<file path="src/hdl/hsvrgb_pkg.sv">
// Shared types, constants and helper functions for the HSV to RGB converter.
// No dependencies; imported by hsv_to_rgb_converter_unit.
`default_nettype none

package hsvrgb_pkg;

   // Hue scale: 1/16 degree units
   localparam logic [15:0] HUE_FULL_TURN = 16'd5760;
   localparam logic [12:0] HUE_SECTOR    = 13'd960;
   localparam int          HUE_W         = 13;
   localparam int          FRAC_W        = 10;

   // Common denominator for all channel terms: 255 * 960
   localparam int          DEN_W         = 18;
   localparam logic [DEN_W-1:0] SECTOR_DEN = 18'd244800;

   // Scaled numerator before rounding: v * (DEN - s * w), below 2^26
   localparam int          NUM_W         = 26;
   localparam logic [NUM_W-1:0] ROUND_HALF = 26'd122400;

   // Reciprocal of SECTOR_DEN: floor(2^26 / 244800); quotient is floor or floor - 1
   localparam int          RECIP_W       = 9;
   localparam int          RECIP_SHIFT   = 26;
   localparam logic [RECIP_W-1:0] RECIP  = 9'd274;
   localparam int          QUOT_W        = 9;

   localparam int          CHAN_W        = 8;
   localparam int          LANES         = 3;

   // Hue sector, 60 degrees each
   typedef enum logic [2:0] {
      SECTOR_0 = 3'd0,
      SECTOR_1 = 3'd1,
      SECTOR_2 = 3'd2,
      SECTOR_3 = 3'd3,
      SECTOR_4 = 3'd4,
      SECTOR_5 = 3'd5
   } sector_type;

   // Which term a channel shows
   typedef enum logic [1:0] {
      TERM_V,   // value itself, weight 0
      TERM_P,   // v(1-s), weight 960
      TERM_Q,   // v(1-s*f), weight r
      TERM_T    // v(1-s(1-f)), weight 960-r
   } term_type;

   // Lane index: 0 red, 1 green, 2 blue
   function automatic term_type term_for(input sector_type sector, input logic [1:0] lane);
      term_type term;
      term = TERM_V;
      case (sector)
         SECTOR_0: term = (lane == 2'd0) ? TERM_V : (lane == 2'd1) ? TERM_T : TERM_P;
         SECTOR_1: term = (lane == 2'd0) ? TERM_Q : (lane == 2'd1) ? TERM_V : TERM_P;
         SECTOR_2: term = (lane == 2'd0) ? TERM_P : (lane == 2'd1) ? TERM_V : TERM_T;
         SECTOR_3: term = (lane == 2'd0) ? TERM_P : (lane == 2'd1) ? TERM_Q : TERM_V;
         SECTOR_4: term = (lane == 2'd0) ? TERM_T : (lane == 2'd1) ? TERM_P : TERM_V;
         default:  term = (lane == 2'd0) ? TERM_V : (lane == 2'd1) ? TERM_P : TERM_Q;
      endcase
      return term;
   endfunction

   // First hue code of each sector
   function automatic logic [HUE_W-1:0] sector_base(input sector_type sector);
      logic [HUE_W-1:0] base;
      case (sector)
         SECTOR_0: base = 13'd0;
         SECTOR_1: base = 13'd960;
         SECTOR_2: base = 13'd1920;
         SECTOR_3: base = 13'd2880;
         SECTOR_4: base = 13'd3840;
         default:  base = 13'd4800;
      endcase
      return base;
   endfunction

endpackage

`default_nettype wire

</file>
<file path="src/hdl/hsv_to_rgb_converter_unit.sv">
// HSV to RGB pixel converter, five-stage pipeline with output register.
// Depends on hsvrgb_pkg for constants, sector/term types and lookup functions.
`default_nettype none

// One pixel beat per clock, sustained while rsp_tready is high. A beat accepted
// on req_ passes through the stage 1 to 4 registers and then the output register
// to rsp_. The pipeline has one stall enable: while the output register holds a
// beat that is not taken, every stage holds and req_tready is low, so throughput
// is set by the sink alone. Stages: full-turn hue check and sector split, weight
// select and s*w product, v*(den - s*w), reciprocal multiply for the divide by
// 244800, then remainder correction and saturation into the output register.
module hsv_to_rgb_converter_unit (
   input  wire logic        clock,
   input  wire logic        reset,
   input  wire logic        req_tvalid,
   output      logic        req_tready,
   input  wire logic [31:0] req_tdata,   // hue[15:0], saturation[23:16], brightness[31:24]
   output      logic        rsp_tvalid,
   input  wire logic        rsp_tready,
   output      logic [23:0] rsp_tdata    // red[7:0], green[15:8], blue[23:16]
);
   import hsvrgb_pkg::*;

   logic advance;

   // stage 1: full-turn check and sector split
   logic                 s1_valid_ff,  s1_valid_in;
   sector_type           s1_sector_ff, s1_sector_in;
   logic [FRAC_W-1:0]    s1_frac_ff,   s1_frac_in;
   logic [CHAN_W-1:0]    s1_sat_ff,    s1_sat_in;
   logic [CHAN_W-1:0]    s1_bright_ff, s1_bright_in;

   // stage 2: s * weight per lane
   logic                 s2_valid_ff,  s2_valid_in;
   logic [DEN_W-1:0]     s2_prod_ff   [LANES];
   logic [DEN_W-1:0]     s2_prod_in   [LANES];
   logic [CHAN_W-1:0]    s2_bright_ff, s2_bright_in;

   // stage 3: scaled numerator
   logic                 s3_valid_ff,  s3_valid_in;
   logic [NUM_W-1:0]     s3_num_ff    [LANES];
   logic [NUM_W-1:0]     s3_num_in    [LANES];

   // stage 4: rounded numerator and estimated quotient
   logic                 s4_valid_ff,  s4_valid_in;
   logic [NUM_W-1:0]     s4_num_ff    [LANES];
   logic [NUM_W-1:0]     s4_num_in    [LANES];
   logic [QUOT_W-1:0]    s4_quot_ff   [LANES];
   logic [QUOT_W-1:0]    s4_quot_in   [LANES];

   // output register
   logic                 rsp_valid_ff, rsp_valid_in;
   logic [23:0]          rsp_data_ff,  rsp_data_in;

   logic [NUM_W:0]       s5_rem       [LANES];

   // whole pipe moves when the output register is free or being emptied
   assign advance    = !rsp_valid_ff || rsp_tready;
   assign req_tready = advance;
   assign rsp_tvalid = rsp_valid_ff;
   assign rsp_tdata  = rsp_data_ff;

   // stage 1 logic: hue at or above a full turn forced to 0, sector by threshold compares, offset in sector
   always_comb begin
      logic [HUE_W-1:0] hue_w;
      logic [HUE_W-1:0] offset;
      if (req_tdata[15:0] >= HUE_FULL_TURN) begin
         hue_w = '0;
      end else begin
         hue_w = req_tdata[HUE_W-1:0];
      end
      if (hue_w >= 13'd4800)      s1_sector_in = SECTOR_5;
      else if (hue_w >= 13'd3840) s1_sector_in = SECTOR_4;
      else if (hue_w >= 13'd2880) s1_sector_in = SECTOR_3;
      else if (hue_w >= 13'd1920) s1_sector_in = SECTOR_2;
      else if (hue_w >= 13'd960)  s1_sector_in = SECTOR_1;
      else                        s1_sector_in = SECTOR_0;
      offset       = hue_w - sector_base(s1_sector_in);
      s1_frac_in   = offset[FRAC_W-1:0];
      s1_sat_in    = req_tdata[23:16];
      s1_bright_in = req_tdata[31:24];
      s1_valid_in  = req_tvalid;
   end

   // stage 2 logic: pick each lane's weight and multiply by saturation
   always_comb begin
      logic [FRAC_W-1:0] weight;
      for (int lane = 0; lane < LANES; lane++) begin
         case (term_for(s1_sector_ff, 2'(lane)))
            TERM_V:  weight = '0;
            TERM_P:  weight = HUE_SECTOR[FRAC_W-1:0];
            TERM_Q:  weight = s1_frac_ff;
            TERM_T:  weight = HUE_SECTOR[FRAC_W-1:0] - s1_frac_ff;
            default: weight = '0;
         endcase
         s2_prod_in[lane] = DEN_W'(s1_sat_ff) * DEN_W'(weight);
      end
      s2_bright_in = s1_bright_ff;
      s2_valid_in  = s1_valid_ff;
   end

   // stage 3 logic: v * (den - s*w)
   always_comb begin
      logic [DEN_W-1:0] term;
      for (int lane = 0; lane < LANES; lane++) begin
         term            = SECTOR_DEN - s2_prod_ff[lane];
         s3_num_in[lane] = NUM_W'(s2_bright_ff) * NUM_W'(term);
      end
      s3_valid_in = s2_valid_ff;
   end

   // stage 4 logic: add half, estimate quotient by reciprocal multiply
   always_comb begin
      logic [NUM_W+RECIP_W-1:0] wide;
      for (int lane = 0; lane < LANES; lane++) begin
         s4_num_in[lane]  = s3_num_ff[lane] + ROUND_HALF;
         wide             = (NUM_W+RECIP_W)'(s4_num_in[lane]) * (NUM_W+RECIP_W)'(RECIP);
         s4_quot_in[lane] = wide[RECIP_SHIFT +: QUOT_W];
      end
      s4_valid_in = s3_valid_ff;
   end

   // stage 5 logic: correct estimate by one, saturate to 8 bits
   always_comb begin
      logic [NUM_W:0]    back;
      logic [QUOT_W-1:0] quot;
      rsp_data_in = '0;
      for (int lane = 0; lane < LANES; lane++) begin
         back         = (NUM_W+1)'(s4_quot_ff[lane]) * (NUM_W+1)'(SECTOR_DEN);
         s5_rem[lane] = (NUM_W+1)'(s4_num_ff[lane]) - back;
         quot         = s4_quot_ff[lane];
         if (s5_rem[lane] >= (NUM_W+1)'(SECTOR_DEN)) begin
            quot = quot + 1'b1;
         end
         if (quot > QUOT_W'(255)) begin
            rsp_data_in[lane*CHAN_W +: CHAN_W] = '1;
         end else begin
            rsp_data_in[lane*CHAN_W +: CHAN_W] = quot[CHAN_W-1:0];
         end
      end
      rsp_valid_in = s4_valid_ff;
   end

   // valid bits
   always_ff @(posedge clock) begin
      if (reset) begin
         s1_valid_ff  <= 1'b0;
         s2_valid_ff  <= 1'b0;
         s3_valid_ff  <= 1'b0;
         s4_valid_ff  <= 1'b0;
         rsp_valid_ff <= 1'b0;
      end else if (advance) begin
         s1_valid_ff  <= s1_valid_in;
         s2_valid_ff  <= s2_valid_in;
         s3_valid_ff  <= s3_valid_in;
         s4_valid_ff  <= s4_valid_in;
         rsp_valid_ff <= rsp_valid_in;
      end
   end

   // payload registers
   always_ff @(posedge clock) begin
      if (advance) begin
         s1_sector_ff <= s1_sector_in;
         s1_frac_ff   <= s1_frac_in;
         s1_sat_ff    <= s1_sat_in;
         s1_bright_ff <= s1_bright_in;
         s2_prod_ff   <= s2_prod_in;
         s2_bright_ff <= s2_bright_in;
         s3_num_ff    <= s3_num_in;
         s4_num_ff    <= s4_num_in;
         s4_quot_ff   <= s4_quot_in;
         rsp_data_ff  <= rsp_data_in;
      end
   end

`ifndef SYNTH
   // an accepted beat always lands in stage 1
   a_accept_fills_s1: assert property (@(posedge clock) disable iff (reset)
      req_tvalid && req_tready |=> s1_valid_ff)
      else $error("accepted beat did not reach stage 1");

   // a held output freezes every stage's valid bit
   a_stall_freezes: assert property (@(posedge clock) disable iff (reset)
      !advance |=> $stable({s1_valid_ff, s2_valid_ff, s3_valid_ff, s4_valid_ff}))
      else $error("pipeline moved during stall");

   // reciprocal estimate is never more than one below the true quotient
   a_recip_bound_0: assert property (@(posedge clock) disable iff (reset)
      s4_valid_ff |-> s5_rem[0] < (NUM_W+1)'(2 * 244800))
      else $error("red quotient estimate out of range");

   a_recip_bound_1: assert property (@(posedge clock) disable iff (reset)
      s4_valid_ff |-> s5_rem[1] < (NUM_W+1)'(2 * 244800))
      else $error("green quotient estimate out of range");

   a_recip_bound_2: assert property (@(posedge clock) disable iff (reset)
      s4_valid_ff |-> s5_rem[2] < (NUM_W+1)'(2 * 244800))
      else $error("blue quotient estimate out of range");
`endif

endmodule

`default_nettype wire
</file>
<file path="config.mk">
export PLATFORM = sky130hd
export DESIGN_NAME = hsv_to_rgb_converter_unit
export DESIGN_NICKNAME = d
export VERILOG_FILES = /design/src/hdl/hsvrgb_pkg.sv /design/src/hdl/hsv_to_rgb_converter_unit.sv
export SDC_FILE = /design/constraint.sdc
export NUM_CORES = 2
export LEC_CHECK = 0
export ABC_CLOCK_PERIOD_IN_PS = 17600
export BUFFER_PORTS_ARGS = -buffer_cell sky130_fd_sc_hd__buf_2
export CORE_MARGIN = 5
export CORE_UTILIZATION = 54
export DETAILED_ROUTE_END_ITERATION = 10
export PLACE_DENSITY = 0.74
export SYNTH_ARGS = -nofsm -noshare
export SYNTH_HDL_FRONTEND = slang
export SYNTH_SLANG_ARGS = --single-unit
</file>
<file path="constraint.sdc">
create_clock -name clock -period 17.6 [get_ports clock]
set_clock_uncertainty 0.1 [all_clocks]
set_input_delay 3.52 -clock clock [delete_from_list [all_inputs] [get_ports clock]]
set_output_delay 3.52 -clock clock [all_outputs]
set_load 0.1 [all_outputs]
</file>
Yosys cells after proc, flatten, opt, wreduce, memory -nomap -nowiden
Index checks and enable logic that the tools add are counted.
{"block": "word_totals", "ff_bits": 303, "input_bits": 36, "out_inout_bits": 26, "wordCells": 107}
{"block": "classes", "add_sub_neg": 14, "mul": 12, "order_cmp": 12, "n_eq_ne": 17, "muxes": 16, "n_reduce_logical": 11}
{"op": "case mux 10 bit (4 select lines)", "count": 3}
{"op": "multiplier 26 x 8 -> 34 bit (second input constant)", "count": 3}
{"op": "greater-or-equal comparator 27 x 18 -> 1 bit (second input constant)", "count": 3}
{"op": "subtractor 26 x 27 -> 27 bit", "count": 3}
{"op": "adder 26 x 17 -> 26 bit (second input constant)", "count": 3}
{"op": "multiplier 8 x 18 -> 26 bit", "count": 3}
{"op": "multiplier 9 x 12 -> 21 bit (second input constant)", "count": 3}
{"op": "multiplier 8 x 10 -> 18 bit", "count": 3}
{"op": "subtractor 18 bit (first input constant)", "count": 3}
{"op": "case mux 10 bit (5 select lines)", "count": 1}
{"op": "adder 9 x 1 -> 9 bit (second input constant)", "count": 3}
{"op": "greater-than comparator 9 x 8 -> 1 bit (second input constant)", "count": 3}
{"op": "2-to-1 mux 9 bit", "count": 3}
{"op": "greater-or-equal comparator 13 x 12 -> 1 bit (second input constant)", "count": 2}
{"op": "case mux 2 bit (3 select lines)", "count": 3}
{"op": "greater-or-equal comparator 16 x 13 -> 1 bit (second input constant)", "count": 1}
{"op": "greater-or-equal comparator 13 x 10 -> 1 bit (second input constant)", "count": 1}
{"op": "greater-or-equal comparator 13 x 11 -> 1 bit (second input constant)", "count": 1}
{"op": "greater-or-equal comparator 13 bit (second input constant)", "count": 1}
{"op": "2-to-1 mux 13 bit", "count": 1}
{"op": "== test 2 bit (second input constant)", "count": 6}
{"op": "== test 3 x 2 -> 1 bit (second input constant)", "count": 4}
{"op": "subtractor 10 bit", "count": 1}
{"op": "subtractor 10 bit (first input constant)", "count": 1}
{"op": "other kinds (11)", "count": 23}

Longest topological paths before layout
{"block": "logic_depth", "ltp_word": 11, "depth_mapped": 29, "ltp_nobuf": 28}

Least setup slack after synthesis
OpenSTA, ideal clock, no wires.
{"block": "synth_timing", "kind": "input port to output port", "start": "in rsp_tready", "end": "out req_tready", "t_arrival_ns": 12.142, "required_time_ns": 13.980, "slack_ns": 1.838, "cell_stages": 2, "cell_sequence": "nand2b_1 > clkbuf_1"}
{"block": "synth_between", "elab_chain_cells": 1}
{"item": "start: declaration", "line": "hsv_to_rgb_converter_unit.sv:19", "rtl": "input wire logic rsp_tready,"}
{"item": "logical OR 1 bit", "line": "hsv_to_rgb_converter_unit.sv:58", "rtl": "assign advance = !rsp_valid_ff || rsp_tready;"}
{"item": "end: declaration", "line": "hsv_to_rgb_converter_unit.sv:16", "rtl": "output logic req_tready,"}
Every way passes these cells.

Worst setup path in the final report
Ends and elaborated chain as after synthesis.

==> metrics.md <==
| Metric | Value |
|---|---|
| Row cnt | `108` |
| Reg2reg setup slack | `10.12 ns` |
| Die Height | `306 um` |
| WL met3 | `3750 um` |
| Fin nets | `6351` |
| Worst slack, placed | `9.27 ns` |
| Core area | `86800 um2` |
| Global-route wire length before repair | `159000 um` |
| Post-CTS setup buffer count | `0` |
| Initial antenna violation count | `0` |
| Highest metal used | `met4` |
| GRT Residual Overflow | `0` |
| Resized Gates After CTS | `0` |
| Highest net fanout along the worst path | `39` |
| RePlAce Congestion | `0.858` |
| Max-slew violations | `0` |
| Die extent in x | `306 um` |
| CTS tree | `done` |
| Worst-skew pair later-pin latency | `0.59 ns` |
| Setup ws final | `9.32 ns` |
| Io pins | `62` |
| Starting Density | `54.4%` |
| FFs w/ async S/R, synth | `0%` |
| Min-delay worst type | `reg -> reg` |
| Fraction of layout cells with a size suffix above 1 | `3.82%` |
| Number of global-route vias before repair | `34400` |
| Status | `completed` |
| Dpl hpwl | `72600 um` |
| Total Wirelength | `91000 um` |
| Final ANT Viol Nets | `0` |
| Largest net degree at the start of global routing | `129` |
| Arr. time, crit path | `4.66 ns` |
| Post-route DRC | `0` |
| Hold-fix buffers, CTS | `0` |
| Clock sinks | `285` |
| Startpoint Class | `input port` |
| Worst Setup End Kind | `primary output` |
| Post-Syn Area | `47200 um2` |
| M1 WL | `42300 um` |
| Slew HR | `28.9%` |
| Avg Inst Size Synth | `9.44 um2` |
| Most frequent cells in the layout | `inv_1 (892), ha_1 (712), fa_1 (586)` |
| Hold WS | `0.318 ns` |
| Minimum clock period | `8.28 ns` |
| H-tree depth | `2` |
| Synth Instances | `5000` |
| Post-synth EDFFs | `280` |
| Reg-to-reg critical path startpoint | `s4_quot_ff[18]` |
| Port buffer count | `61` |
| Clock root cell | `clkbuf_16` |
| Final setup fails | `0` |
| Worst Reg-to-Reg Cells | `26` |
| Reg2reg end | `rsp_tdata[1]` |
| Met2 WL | `43400 um` |
| Vias | `33500` |
| Worst setup path start | `rsp_tready` |
| Post-synth net total | `6334` |
| Starting DRT DRC Count | `1771` |
| Final Cycle Share | `47.0%` |
| Primary FF master, synth | `edfxtp_1` |
| Required time of the worst setup path | `13.98 ns` |
| Die ar. | `93400 um2` |
| Max clock buf depth | `3` |
| Fillcell total | `7518` |
| RSZ-0062 raised after global routing | `no` |
| Seq/Total Area, Yosys | `18.0%` |
| Clock Pin Slew Worst Setup and Hold Paths | `0.05 ns` |
| Yosys reg bits | `285` |
| CP Capture Point | `req_tready` |
| Area overhead of the layout relative to synthesis | `6.17%` |
| Num CTS Buffers | `40` |
| Setup Crit Path Kind | `in -> out` |
| Final TNS setup | `0 ns` |
| Vias/cell | `5.40` |
| Hold Violations, Final | `0` |
| Max cap viols | `0` |
| Yosys Warn Count | `0` |
| Commonest non-fill, non-tap cell in the layout | `inv_1` |
| Total GRT Usage | `19.7%` |
| Drt wl/cell | `14.7 um` |
| Ant. Diodes | `0` |
| Slew @ Worst Pin | `1.07 ns` |
| Initial DRT Pass Iterations | `6` |
| Fmax | `121 MHz` |
| Netlist cell types | `79` |
==> metal layers <==
| layer | vias up | GRT usage (%) |
|---|---|---|
| met5 | - | 0 |
| met2 | 582 | 34.0 |
| li1 | 16500 | - |
| met1 | 16300 | 27.1 |
| met3 | 106 | 2.59 |
| met4 | 0 | 3.93 |
==> stage by stage <==
stage	area (um2)	std cells	utilization [%]
after floorplan	47200	5000	-
after global placement	48700	6130	56.1
after detailed placement	48700	6130	56.1
after CTS	50100	6203	57.7
after global routing	50100	6203	57.7
final	50100	6203	57.7
==> sequential cells by signal, indices dropped and copies added (netlist names) <==
name	count
rsp_tdata	24
rsp_tvalid	1
rsp_valid_in	1
s1_bright_ff	8
s1_frac_ff	10
s1_sat_ff	8
s1_sector_ff	3
s1_valid_ff	1
s2_bright_ff	8
s2_prod_ff	54
s2_valid_ff	1
s3_num_ff	78
s3_valid_ff	1
s4_num_ff	60
s4_quot_ff	27
==> critical path, cell delays in order <==
cell	delay, ns
buf_2	0.07
nand2b_4	0.45
buf_2	0.55
==> how the worst min path moves through the flow <==
stage,from,cells past startpoint,endpoint
after floorplan,s1_bright_ff[0],0,s2_bright_ff[0]
after global placement,s1_bright_ff[4],0,s2_bright_ff[4]
after detailed placement,s1_bright_ff[4],0,s2_bright_ff[4]
after CTS,s1_bright_ff[4],0,s2_bright_ff[4]
after global routing,s1_bright_ff[7],0,s2_bright_ff[7]
final,s1_bright_ff[4],0,s2_bright_ff[4]
==> cell usage after synthesis, types with 6 or more instances <==
| cell | n | area, um2 |
|---|---|---|
| a2111oi_0 | 8 | 70.1 |
| a211o_1 | 18 | 158 |
| a211oi_1 | 24 | 180 |
| a21boi_0 | 13 | 97.6 |
| a21o_1 | 56 | 420 |
| a21oi_1 | 169 | 846 |
| a22oi_1 | 11 | 82.6 |
| a311oi_1 | 11 | 96.3 |
| a31o_2 | 13 | 114 |
| a31oi_1 | 25 | 156 |
| a41oi_1 | 6 | 52.6 |
| and2_1 | 338 | 2110 |
| and3_1 | 33 | 206 |
| and4_1 | 6 | 52.6 |
| clkbuf_1 | 100 | 375 |
| edfxtp_1 | 280 | 8410 |
| fa_1 | 586 | 11700 |
| ha_1 | 712 | 8910 |
| inv_1 | 892 | 3350 |
| mux2i_1 | 15 | 150 |
| nand2_1 | 513 | 1930 |
| nand2b_1 | 30 | 188 |
| nand3_1 | 67 | 335 |
| nand3b_1 | 6 | 45.0 |
| nand4_1 | 23 | 144 |
| nor2_1 | 222 | 833 |
| nor2b_1 | 36 | 225 |
| nor3_1 | 95 | 475 |
| nor3b_1 | 14 | 105 |
| nor4_1 | 16 | 100 |
| o2111ai_1 | 8 | 70.1 |
| o211ai_1 | 31 | 233 |
| o21a_1 | 33 | 248 |
| o21ai_0 | 106 | 531 |
| o21ai_1 | 7 | 35.0 |
| o21bai_1 | 17 | 128 |
| o22ai_1 | 8 | 50.1 |
| o31a_1 | 7 | 61.3 |
| o31ai_1 | 13 | 97.6 |
| o41a_1 | 6 | 67.6 |
| or2_2 | 17 | 106 |
| or3_1 | 23 | 144 |
| or4_1 | 6 | 45.0 |
| xnor2_1 | 178 | 1560 |
| xor2_1 | 122 | 1070 |
==> layout make-up <==
| cell class | instances | area (um2) | share of cell area, % |
|---|---|---|---|
| tap | 1155 | 1450 | 2.88 |
| inverter | 892 | 3350 | 6.68 |
| clock buffer | 41 | 1000 | 2.01 |
| multi-input combinational | 3716 | 34900 | 69.7 |
| timing repair buffer | 82 | 475 | 0.949 |
| sequential | 285 | 8510 | 17.0 |
| clock inverter | 32 | 383 | 0.764 |
==> logic make-up (layout without fill, tap and decap cells) <==
group | Yosys count | in the layout | synth area share (%)
simple gates | 1455 | 1455 | 15.1
fa+ha+maj | 1298 | 1298 | 43.7
buf+inv | 999 | 1047 | 7.97
compound gates | 645 | 645 | 9.17
xor+xnor | 300 | 300 | 5.57
flops | 285 | 285 | 18.0
mux | 18 | 18 | 0.390
Power is not shown: default switching activity piles up to over one toggle a cycle in this logic, so the estimate is an artifact.
